$ cat src/rtl/uns_pkg.sv
// shared types and constants of the unigram negative sampler
package uns_pkg;

   // default sizes
   localparam int unsigned DefTableSize = 4096;
   localparam int unsigned DefMaxWords  = 1024;

   // fixed field widths
   localparam int unsigned FreqW    = 32;
   localparam int unsigned RandW    = 64;
   localparam int unsigned RandSkip = 16;
   localparam int unsigned WordW    = 10;
   localparam int unsigned ReqDataW = 96;
   localparam int unsigned RspDataW = 16;
   localparam int unsigned WeightW  = 32;

   // square root unit: 48-bit radicand, 24 root bits, two radicand bits a step
   localparam int unsigned SqValW  = 48;
   localparam int unsigned SqRootW = 24;
   localparam int unsigned SqRemW  = 27;
   localparam int unsigned SqSteps = 24;
   localparam int unsigned SqCntW  = 5;
   localparam int unsigned S2W     = 16;
   localparam int unsigned ProdW   = 40;

   // remainder of the shifted random word: reciprocal multiply in two halves,
   // then one correcting subtract
   localparam int unsigned ModValW  = 48;
   localparam int unsigned ModHalfW = 24;
   localparam int unsigned RecipW   = 45;
   localparam int unsigned ModAccW  = 93;
   localparam int unsigned ModSteps = 3;
   localparam int unsigned ModCntW  = 2;

   typedef enum logic [1:0] {
      OP_LOAD  = 2'd0,
      OP_BUILD = 2'd1,
      OP_DRAW  = 2'd2,
      OP_NONE  = 2'd3
   } opcode_type;

   typedef enum logic [1:0] {
      STAT_OK        = 2'd0,
      STAT_FULL      = 2'd1,
      STAT_EMPTY     = 2'd2,
      STAT_NOT_BUILT = 2'd3
   } status_type;

   typedef enum logic [1:0] {
      RES_ZERO = 2'd0,
      RES_LOAD = 2'd1,
      RES_DRAW = 2'd2
   } res_sel_type;

   typedef enum logic [3:0] {
      S_IDLE,
      S_DECODE,
      S_SQ1,
      S_SQ2_LD,
      S_SQ2,
      S_MULW,
      S_STORE,
      S_B_RD,
      S_B_MUL,
      S_B_INIT,
      S_B_SLOT,
      S_D_MOD,
      S_D_RD,
      S_FIN
   } state_type;

   typedef struct packed {
      logic        capture;
      logic        sq_start1;
      logic        sq_start2;
      logic        sq_step;
      logic        mul_w;
      logic        store_w;
      logic        b_start;
      logic        b_rd;
      logic        b_mul;
      logic        b_init;
      logic        b_slot;
      logic        b_finish;
      logic        b_empty;
      logic        mod_start;
      logic        mod_step;
      logic        d_rd;
      logic        res_set;
      res_sel_type res_sel;
      status_type  res_status;
      logic        res_push;
   } cmd_type;

   typedef struct packed {
      opcode_type opcode;
      logic       full;
      logic       empty;
      logic       table_valid;
      logic       sq_last;
      logic       mod_last;
      logic       mod_needed;
      logic       b_init;
      logic       slot_adv;
      logic       slot_last;
      logic       out_free;
   } stat_type;

endpackage

$ cat src/rtl/uns_ctrl.sv
// controller state machine of the unigram negative sampler
module uns_ctrl (
   input  logic              clock,
   input  logic              reset,
   input  logic              req_tvalid,
   output logic              req_tready,
   input  uns_pkg::stat_type stat,
   output uns_pkg::cmd_type  cmd
);
   import uns_pkg::*;

   state_type state_ff, state_in;

   // state register
   always_ff @(posedge clock) begin
      if (reset) begin
         state_ff <= S_IDLE;
      end else begin
         state_ff <= state_in;
      end
   end

   // next state
   always_comb begin
      state_in = state_ff;
      case (state_ff)
         S_IDLE: begin
            if (req_tvalid) state_in = S_DECODE;
         end
         S_DECODE: begin
            case (stat.opcode)
               OP_LOAD:  state_in = stat.full ? S_FIN : S_SQ1;
               OP_BUILD: state_in = stat.empty ? S_FIN : S_B_RD;
               OP_DRAW: begin
                  if (!stat.table_valid) state_in = S_FIN;
                  else if (stat.mod_needed) state_in = S_D_MOD;
                  else state_in = S_D_RD;
               end
               default: state_in = S_FIN;
            endcase
         end
         S_SQ1: begin
            if (stat.sq_last) state_in = S_SQ2_LD;
         end
         S_SQ2_LD: state_in = S_SQ2;
         S_SQ2: begin
            if (stat.sq_last) state_in = S_MULW;
         end
         S_MULW:   state_in = S_STORE;
         S_STORE:  state_in = S_FIN;
         S_B_RD:   state_in = S_B_MUL;
         S_B_MUL:  state_in = stat.b_init ? S_B_INIT : S_B_SLOT;
         S_B_INIT: state_in = S_B_RD;
         S_B_SLOT: begin
            if (stat.slot_last) state_in = S_FIN;
            else if (stat.slot_adv) state_in = S_B_RD;
         end
         S_D_MOD: begin
            if (stat.mod_last) state_in = S_D_RD;
         end
         S_D_RD: state_in = S_FIN;
         S_FIN: begin
            if (stat.out_free) state_in = S_IDLE;
         end
         default: state_in = S_IDLE;
      endcase
   end

   // command outputs
   always_comb begin
      cmd = '0;
      cmd.res_sel = RES_ZERO;
      cmd.res_status = STAT_OK;
      req_tready = 1'b0;
      case (state_ff)
         S_IDLE: begin
            req_tready = 1'b1;
            cmd.capture = req_tvalid;
         end
         S_DECODE: begin
            cmd.res_set = 1'b1;
            case (stat.opcode)
               OP_LOAD: begin
                  if (stat.full) cmd.res_status = STAT_FULL;
                  else cmd.sq_start1 = 1'b1;
               end
               OP_BUILD: begin
                  if (stat.empty) begin
                     cmd.res_status = STAT_EMPTY;
                     cmd.b_empty = 1'b1;
                  end else begin
                     cmd.b_start = 1'b1;
                  end
               end
               OP_DRAW: begin
                  if (!stat.table_valid) begin
                     cmd.res_status = STAT_NOT_BUILT;
                  end else begin
                     cmd.res_sel = RES_DRAW;
                     cmd.mod_start = stat.mod_needed;
                  end
               end
               default: cmd.res_status = STAT_OK;
            endcase
         end
         S_SQ1:    cmd.sq_step = 1'b1;
         S_SQ2_LD: cmd.sq_start2 = 1'b1;
         S_SQ2:    cmd.sq_step = 1'b1;
         S_MULW:   cmd.mul_w = 1'b1;
         S_STORE: begin
            cmd.store_w = 1'b1;
            cmd.res_set = 1'b1;
            cmd.res_sel = RES_LOAD;
         end
         S_B_RD:   cmd.b_rd = 1'b1;
         S_B_MUL:  cmd.b_mul = 1'b1;
         S_B_INIT: cmd.b_init = 1'b1;
         S_B_SLOT: begin
            cmd.b_slot = 1'b1;
            cmd.b_finish = stat.slot_last;
         end
         S_D_MOD: cmd.mod_step = 1'b1;
         S_D_RD:  cmd.d_rd = 1'b1;
         S_FIN:   cmd.res_push = stat.out_free;
         default: cmd.res_push = 1'b0;
      endcase
   end

endmodule

$ cat config.mk
export PLATFORM = sky130hd
export DESIGN_NAME = uns_ctrl
export DESIGN_NICKNAME = d
export VERILOG_FILES = /design/src/rtl/uns_pkg.sv /design/src/rtl/uns_ctrl.sv
export SDC_FILE = /design/constraint.sdc
export NUM_CORES = 1
export LEC_CHECK = 0
export BUFFER_PORTS_ARGS = -buffer_cell sky130_fd_sc_hd__buf_2
export CAP_MARGIN = 5
export CORE_MARGIN = 3
export CORE_UTILIZATION = 43
export CTS_CLUSTER_DIAMETER = 200
export DETAILED_ROUTE_END_ITERATION = 8
export PLACE_DENSITY_LB_ADDON = 0.05
export SYNTH_ARGS = -nofsm -noshare
export SYNTH_HDL_FRONTEND = slang
export SYNTH_SLANG_ARGS = --single-unit
$ cat constraint.sdc
create_clock -name clock -period 1.9 [get_ports clock]
set_clock_uncertainty 0.05 [all_clocks]
set_input_delay 0.095 -clock clock [delete_from_list [all_inputs] [get_ports clock]]
set_output_delay 0.095 -clock clock [all_outputs]
set_load 0.05 [all_outputs]
# Word level (Yosys, flattened, before mapping)
# Cells that the tools add are included.
[totals]
reg_bits = 4
in_bits = 15
output_inout_bits = 23
[classes]
n_eq_ne = 21
muxes = 46
n_reduce_logical = 5
[op_table]
columns = ["cell", "n"]
rows = [
  ["$pmux 4 s13", 1],
  ["$mux 4", 9],
  ["$eq 4x4->1 const B", 6],
  ["$mux 1", 23],
  ["$eq 4x3->1 const B", 4],
  ["$mux 2", 8],
  ["$pmux 4 s3", 1],
  ["$ne 2x2->1 const B", 5],
  ["$eq 4x2->1 const B", 2],
  ["$mux 3", 2],
  ["$pmux 2 s3", 1],
  ["$pmux 3 s2", 1],
  ["$reduce_and 6->1", 1],
  ["$eq 4x1->1 const B", 1],
  ["$logic_not 4->1", 1],
  ["$reduce_or 2->1", 2],
  ["$ne 3x3->1 const B", 1],
  ["$eq 2x1->1 const B", 1],
  ["$eq 2x2->1 const B", 1],
  ["$logic_not 2->1", 1],
]

# Depth between registers and ports, before layout
# Gate-level depths: netlist of the first run.
[depth]
depth_word = 4
mapped_depth = 7
mapped_depth_nobuf = 5

# Worst setup path after synthesis of the first run
# No wires, ideal clock.
[synth_path]
path_kind = "register to output"
from = "register state_ff[3]"
to = "output port cmd[21] in the netlist's numbering"
arrival_time_ns = 2.807
setup_slack_ns = -1.052
path_stages_with_launch = 5
n_path_buf = 2
path_cell_list = "dfxtp_1 buf_2 clkbuf_1 nor4_1 and2_1"
[synth_rtl]
columns = ["element", "line", "rtl"]
rows = [
  ["start: declaration", "uns_ctrl.sv:12", "state_type state_ff, state_in;"],
  ["start signal: assignment", "uns_ctrl.sv:19", "state_ff <= state_in;"],
  ["end: declaration", "uns_ctrl.sv:8", "output uns_pkg::cmd_type cmd"],
]

==> results of run 1 <==
[synthesized netlist by cell type]
| master | count |
|---|---|
| nor2_1 | 8 |
| inv_1 | 7 |
| or3_1 | 2 |
| nor2b_1 | 2 |
| dfxtp_1 | 4 |
| nand2b_1 | 4 |
| nor4_1 | 1 |
| a211oi_1 | 1 |
| nand2_1 | 9 |
| o31a_2 | 1 |
| nor3b_1 | 2 |
| o32ai_1 | 2 |
| nor2_2 | 1 |
| buf_6 | 1 |
| buf_1 | 1 |
| a31oi_1 | 1 |
| nor3_1 | 12 |
| a41oi_1 | 2 |
| a211o_1 | 1 |
| and2_1 | 3 |
| nor4bb_2 | 1 |
| nand3b_1 | 2 |
| or4_1 | 2 |
| buf_2 | 3 |
| mux2i_1 | 1 |
| o2bb2ai_1 | 1 |
| xnor2_1 | 1 |
| clkbuf_1 | 4 |
| a21oi_1 | 5 |
| o21ai_0 | 8 |
| buf_4 | 2 |
| a21o_1 | 2 |
| o22ai_1 | 1 |
| o21bai_4 | 1 |
| nand3_1 | 5 |
[stage by stage]
stage | std cells | TNS (ns) | util, %
final | 157 | 0 | 72.16
after global routing | 157 | 0 | 72.16
after CTS | 157 | 0 | 71.34
after detailed placement | 154 | 0 | 69.05
after global placement | 154 | 0 | 69.05
after floorplan | 104 | -0.4240 | -
[critical path, stage by stage, from the launching register on]
cell and delay (ns):
dfxtp_1 0.30, nand2b_4 0.16, or3_4 0.42, buf_4 0.18
nor3_2 0.15, buf_4 0.22
[timing repair]
item                       in CTS  in global routing
gates resized for setup         4                  5
pin swaps                       0                  0
setup endpoints to repair       3                  9
[per-layer routing]
layer	GRT usage, %	vias up	share of wire (%)	routed length [µm]
li1	-	451	-	-
met5	0	-	0	0
met3	3.187	0	7.5	146
met1	28.33	399	44	861
met2	35.03	35	48	935
met4	5.263	0	0	0
[cells by family after synthesis]
| kind of cell | share of synthesized area, % |
|---|---|
| buffers and inverters | 13.12 |
| muxes | 1.521 |
| and+or+nand+nor | 44.30 |
| AOI/OAI and AO/OA | 27.57 |
| DFF | 12.17 |
| xor gates and xnor gates | 1.331 |
[worst min-delay path by stage]
stage          start           to  slack, ns  cells past startpoint
4_1_cts        reset  state_ff[1]       0.08                      2
3_3_place_gp   reset  state_ff[1]       0.32                      2
5_1_grt        reset  state_ff[1]       0.09                      2
3_5_place_dp   reset  state_ff[1]       0.31                      2
6_report       reset  state_ff[1]       0.09                      2
2_1_floorplan  reset  state_ff[1]       0.14                      1
[power by group]
part / switching (µW) / internal [µW] / total, µW
Sequential: 69.0 / 123 / 192
Clock: 27.9 / 70.2 / 98.1
Combinational: 800 / 448 / 1250
Total: 897 / 641 / 1540
[cell type report]
cell class | instances | share of cell area, %
tap | 15 | 1.904
multi-input combinational | 82 | 58.12
sequential | 4 | 8.376
inverter | 7 | 2.665
timing repair buffer | 46 | 26.65
clock buffer | 3 | 2.284
==> impl_metrics.tcl, run 1 <==
set metrics [dict create \
    status "complete, no violations" \
    synth_top_cell_area_share_pct 12.17 \
    final_area_um2 985.9 \
    layout_common_cells "33 x buf_2, 13 x buf_4, 9 x nor3_1" \
    top_register "state_ff" \
    cap_violations 0 \
    layout_commonest_cell "buf_2" \
    area_growth_pct 49.81 \
    whs_ns 0.08551 \
    critPathLaunchType "register" \
    drt-pass1-iter-count 4 \
    drtIter0Drc 10 \
    hold_path.class "input pin to register" \
    synth_area_leaders "dfxtp_1 12%, nor3_1 9.1%, o21ai_0 6.1%" \
    dieHeight_um 45.12 \
    cp_max_fo 7 \
    fill_cells 124 \
    ant_nets 0 \
    setup_viol 0 \
    grt_max_degree 20 \
    fmax_mhz 554.9 \
    diodes 0 \
    rows 13 \
    crit_required_ns 1.75 \
    cp-endpoint "cmd[1]" \
    grt_pass1_vias 807 \
    ir_drop_uv 825.2 \
    die_w_um 45.12 \
    end_kind "primary output" \
    initial_utilization_pct 48.17 \
    wirelength_um 1944 \
    cts.clk_slew.worst_paths_ns 0.03 \
    rsz0062_at_grt "false" \
    r2r_slack_ns 0.15 \
    crit_path_start "state_ff[1]" \
    clkSinkCount 4 \
    power_uw 1538 \
    cts_root_buf "clkbuf_4" \
    numPortBuffers 37 \
    ys_ff_latch 4 \
    finalHoldViolations 0 \
    cts_setup_buffers 0 \
    r2r-end "state_ff[3]" \
    antenna_found_initial 0 \
    yosysWarnings 0 \
    die_area_mm2 0.002036 \
    synth.avg_cell_area_um2 6.328 \
    cts-buffers-inserted 3 \
    largest_reg_flops 4 \
    final-seq-area_um2 82.58 \
    drcViolationCount 0 \
    critPathArrivalTime_ns 1.66 \
    post_dp_cell_area_um2 943.4 \
    viasPerCell 5.637 \
    place_ws_ns 0.1051 \
    gp_congestion 0.8687 \
    core_area_mm2 0.001366 \
    io_pins 38 \
    insertion_delay_ns 0.22 \
    cts_max_path_buffers 2 \
    setup_slack_ns 0.09789 \
    critPathKind "register to primary output" \
    grt_overflow 0 \
    htreeDepth 1 \
    final_max_slew_viol_count 0 \
    fin_crit_ns 1.802 \
    synth.distinct_cells 35 \
    hold_buffers 0 \
    syn-num-nets 119 \
    min_period_over_period_pct 94.85 \
    synth.largest_area_cell "dfxtp_1" \
    synthCells 104 \
    vias 885 \
    multi_input_area_um2 573.1 \
    reg2reg_from "state_ff[0]" \
    cts_tree "yes" \
    reg2reg_depth 6 \
    hpwl_um 1583 \
    reg_top3 "state_ff (4)" \
    maxSlewHeadroom_pct 78.77 \
    nets 159 \
    grt_pass1_wl_um 3346 \
    wl_per_cell_um 12.38 \
    grt_usage_pct 21.12 \
    tightestPinTransition_ns 0.3178 \
    power_leakage_uw 0.0004657 \
    cellPowerDensity_mw_per_mm2 1560 \
    yosysSeqAreaShare_pct 12.17 \
    drive_gt1_share_pct 45.77 \
    netlist_area_um2 658.1 \
]
(Power assumes the default switching activity.)
==> run 2: changes to the inputs <==
- RECOVER_POWER: default -> 50
==> run 2 against run 1 <==
- routed wire length grew 1.9%
- combinational power is essentially flat
- clock power is essentially flat
- critical path depth is the same
- hold slack is essentially flat
- register-to-register slack is essentially flat
- sequential power is essentially flat
- flip-flop and latch count is the same
- sequential share of layout area is essentially flat
- design area shrank 0.38%
- power shrank 0.25%
- maximum frequency is essentially flat
- critical path type unchanged
- largest power group unchanged
- highest routed layer unchanged
==> impl_metrics.tcl, run 2 (synthesis results as in run 1) <==
set metrics [dict create \
    status "complete, no violations" \
    critPathKind "register to primary output" \
    cp_max_fo 7 \
    rows 13 \
    antenna_found_initial 0 \
    power_uw 1534 \
    ant_nets 0 \
    grt_pass1_wl_um 3346 \
    fill_cells 127 \
    nets 159 \
    drtIter0Drc 14 \
    top_register "state_ff" \
    largest_reg_flops 4 \
    initial_utilization_pct 48.17 \
    rsz0062_at_grt "false" \
    insertion_delay_ns 0.22 \
    gp_congestion 0.8687 \
    multi_input_area_um2 573.1 \
    fmax_mhz 554.9 \
    end_kind "primary output" \
    maxSlewHeadroom_pct 60.49 \
    htreeDepth 1 \
    die_area_mm2 0.002036 \
    post_dp_cell_area_um2 943.4 \
    fin_crit_ns 1.802 \
    tightestPinTransition_ns 0.5951 \
    wl_per_cell_um 12.61 \
    cts-buffers-inserted 3 \
    core_area_mm2 0.001366 \
    crit_required_ns 1.75 \
    layout_common_cells "25 x buf_2, 13 x buf_4, 9 x nor3_1" \
    cts_max_path_buffers 2 \
    grt_overflow 0 \
    reg_top3 "state_ff (4)" \
    hold_buffers 0 \
    final-seq-area_um2 82.58 \
    diodes 0 \
    critPathArrivalTime_ns 1.66 \
    clkSinkCount 4 \
    cap_violations 0 \
    critPathLaunchType "register" \
    dieHeight_um 45.12 \
    grt_max_degree 20 \
    grt_pass1_vias 807 \
    drive_gt1_share_pct 43.66 \
    final_area_um2 982.2 \
    drt-pass1-iter-count 4 \
    drcViolationCount 0 \
    cts_tree "yes" \
    grt_usage_pct 21.12 \
    min_period_over_period_pct 94.86 \
    io_pins 38 \
    hpwl_um 1583 \
    ir_drop_uv 827.0 \
    die_w_um 45.12 \
    numPortBuffers 37 \
    hold_path.class "input pin to register" \
    final_core_util_pct 71.89 \
    area_growth_pct 49.24 \
    setup_viol 0 \
    final_max_slew_viol_count 0 \
    power_leakage_uw 0.0004507 \
    layout_commonest_cell "buf_2" \
    cellPowerDensity_mw_per_mm2 1562 \
    wirelength_um 1980 \
    vias 873 \
    viasPerCell 5.561 \
    finalHoldViolations 0 \
    cts.clk_slew.worst_paths_ns 0.03 \
    cts_root_buf "clkbuf_4" \
]
## run 2: changes by cell type in the layout (fill, tap and decap cells not counted), sizes merged
cell / before / now
buf: 46 / 38
clkbuf: 3 / 11
## run 2: area by class of cell
class | count | area share, %
multi-input combinational | 82 | 58.34
clock buffer | 3 | 2.293
sequential | 4 | 8.408
inverter | 7 | 2.675
timing repair buffer | 46 | 26.37
tap | 15 | 1.911
## run 2: what timing repair did
| action | 4_1_cts | 5_1_grt |
|---|---|---|
| setup buffers | 0 | 0 |
| gates resized for setup | 4 | 5 |
| endpoints found under the setup margin | 3 | 9 |
## run 2: routing by layer
| layer | up-vias | GRT usage [%] | part of all wire (%) |
|---|---|---|---|
| li1 | 447 | - | - |
| met1 | 396 | 28.33 | 46 |
| met2 | 30 | 35.03 | 47 |
| met3 | 0 | 3.187 | 6.5 |
| met4 | 0 | 5.263 | 0 |
| met5 | - | 0 | 0 |
## run 2: worst max-delay path: stages (launching register included)
cell      delay (ns)
dfxtp_1         0.30
nand2b_4        0.16
or3_4           0.42
buf_4           0.18
nor3_2          0.15
buf_4           0.22
## run 2: power by group
| group | leakage [µW] | internal, µW | switching, µW |
|---|---|---|---|
| logic | 0.000403 | 437 | 805 |
| clock network | 0.0000138 | 70.2 | 28.0 |
| registers | 0.0000337 | 123 | 71.0 |
## run 2: path summary, 6_finish.rpt
check | depth (start not counted) | slack (ns) | from | endpoint
worst max-delay path | 5 | 0.1 | state_ff[1] | cmd[1]
worst min-delay path | 2 | 0.09 | reset | state_ff[1]
worst max register to register | 6 | 0.15 | state_ff[0] | state_ff[3]
worst min register to register | 2 | 0.59 | state_ff[2] | state_ff[2]
## run 2: per-stage QoR
step	hold slack [ns]	worst slack (ns)	setup TNS [ns]	instances
after floorplan	0.1393	-0.1130	-0.4240	104
after global placement	0.3158	0.1613	0	154
after detailed placement	0.3144	0.1051	0	154
after CTS	0.07615	0.004258	0	157
after global routing	0.09247	0.0008357	0	157
final	0.08565	0.09773	0	157
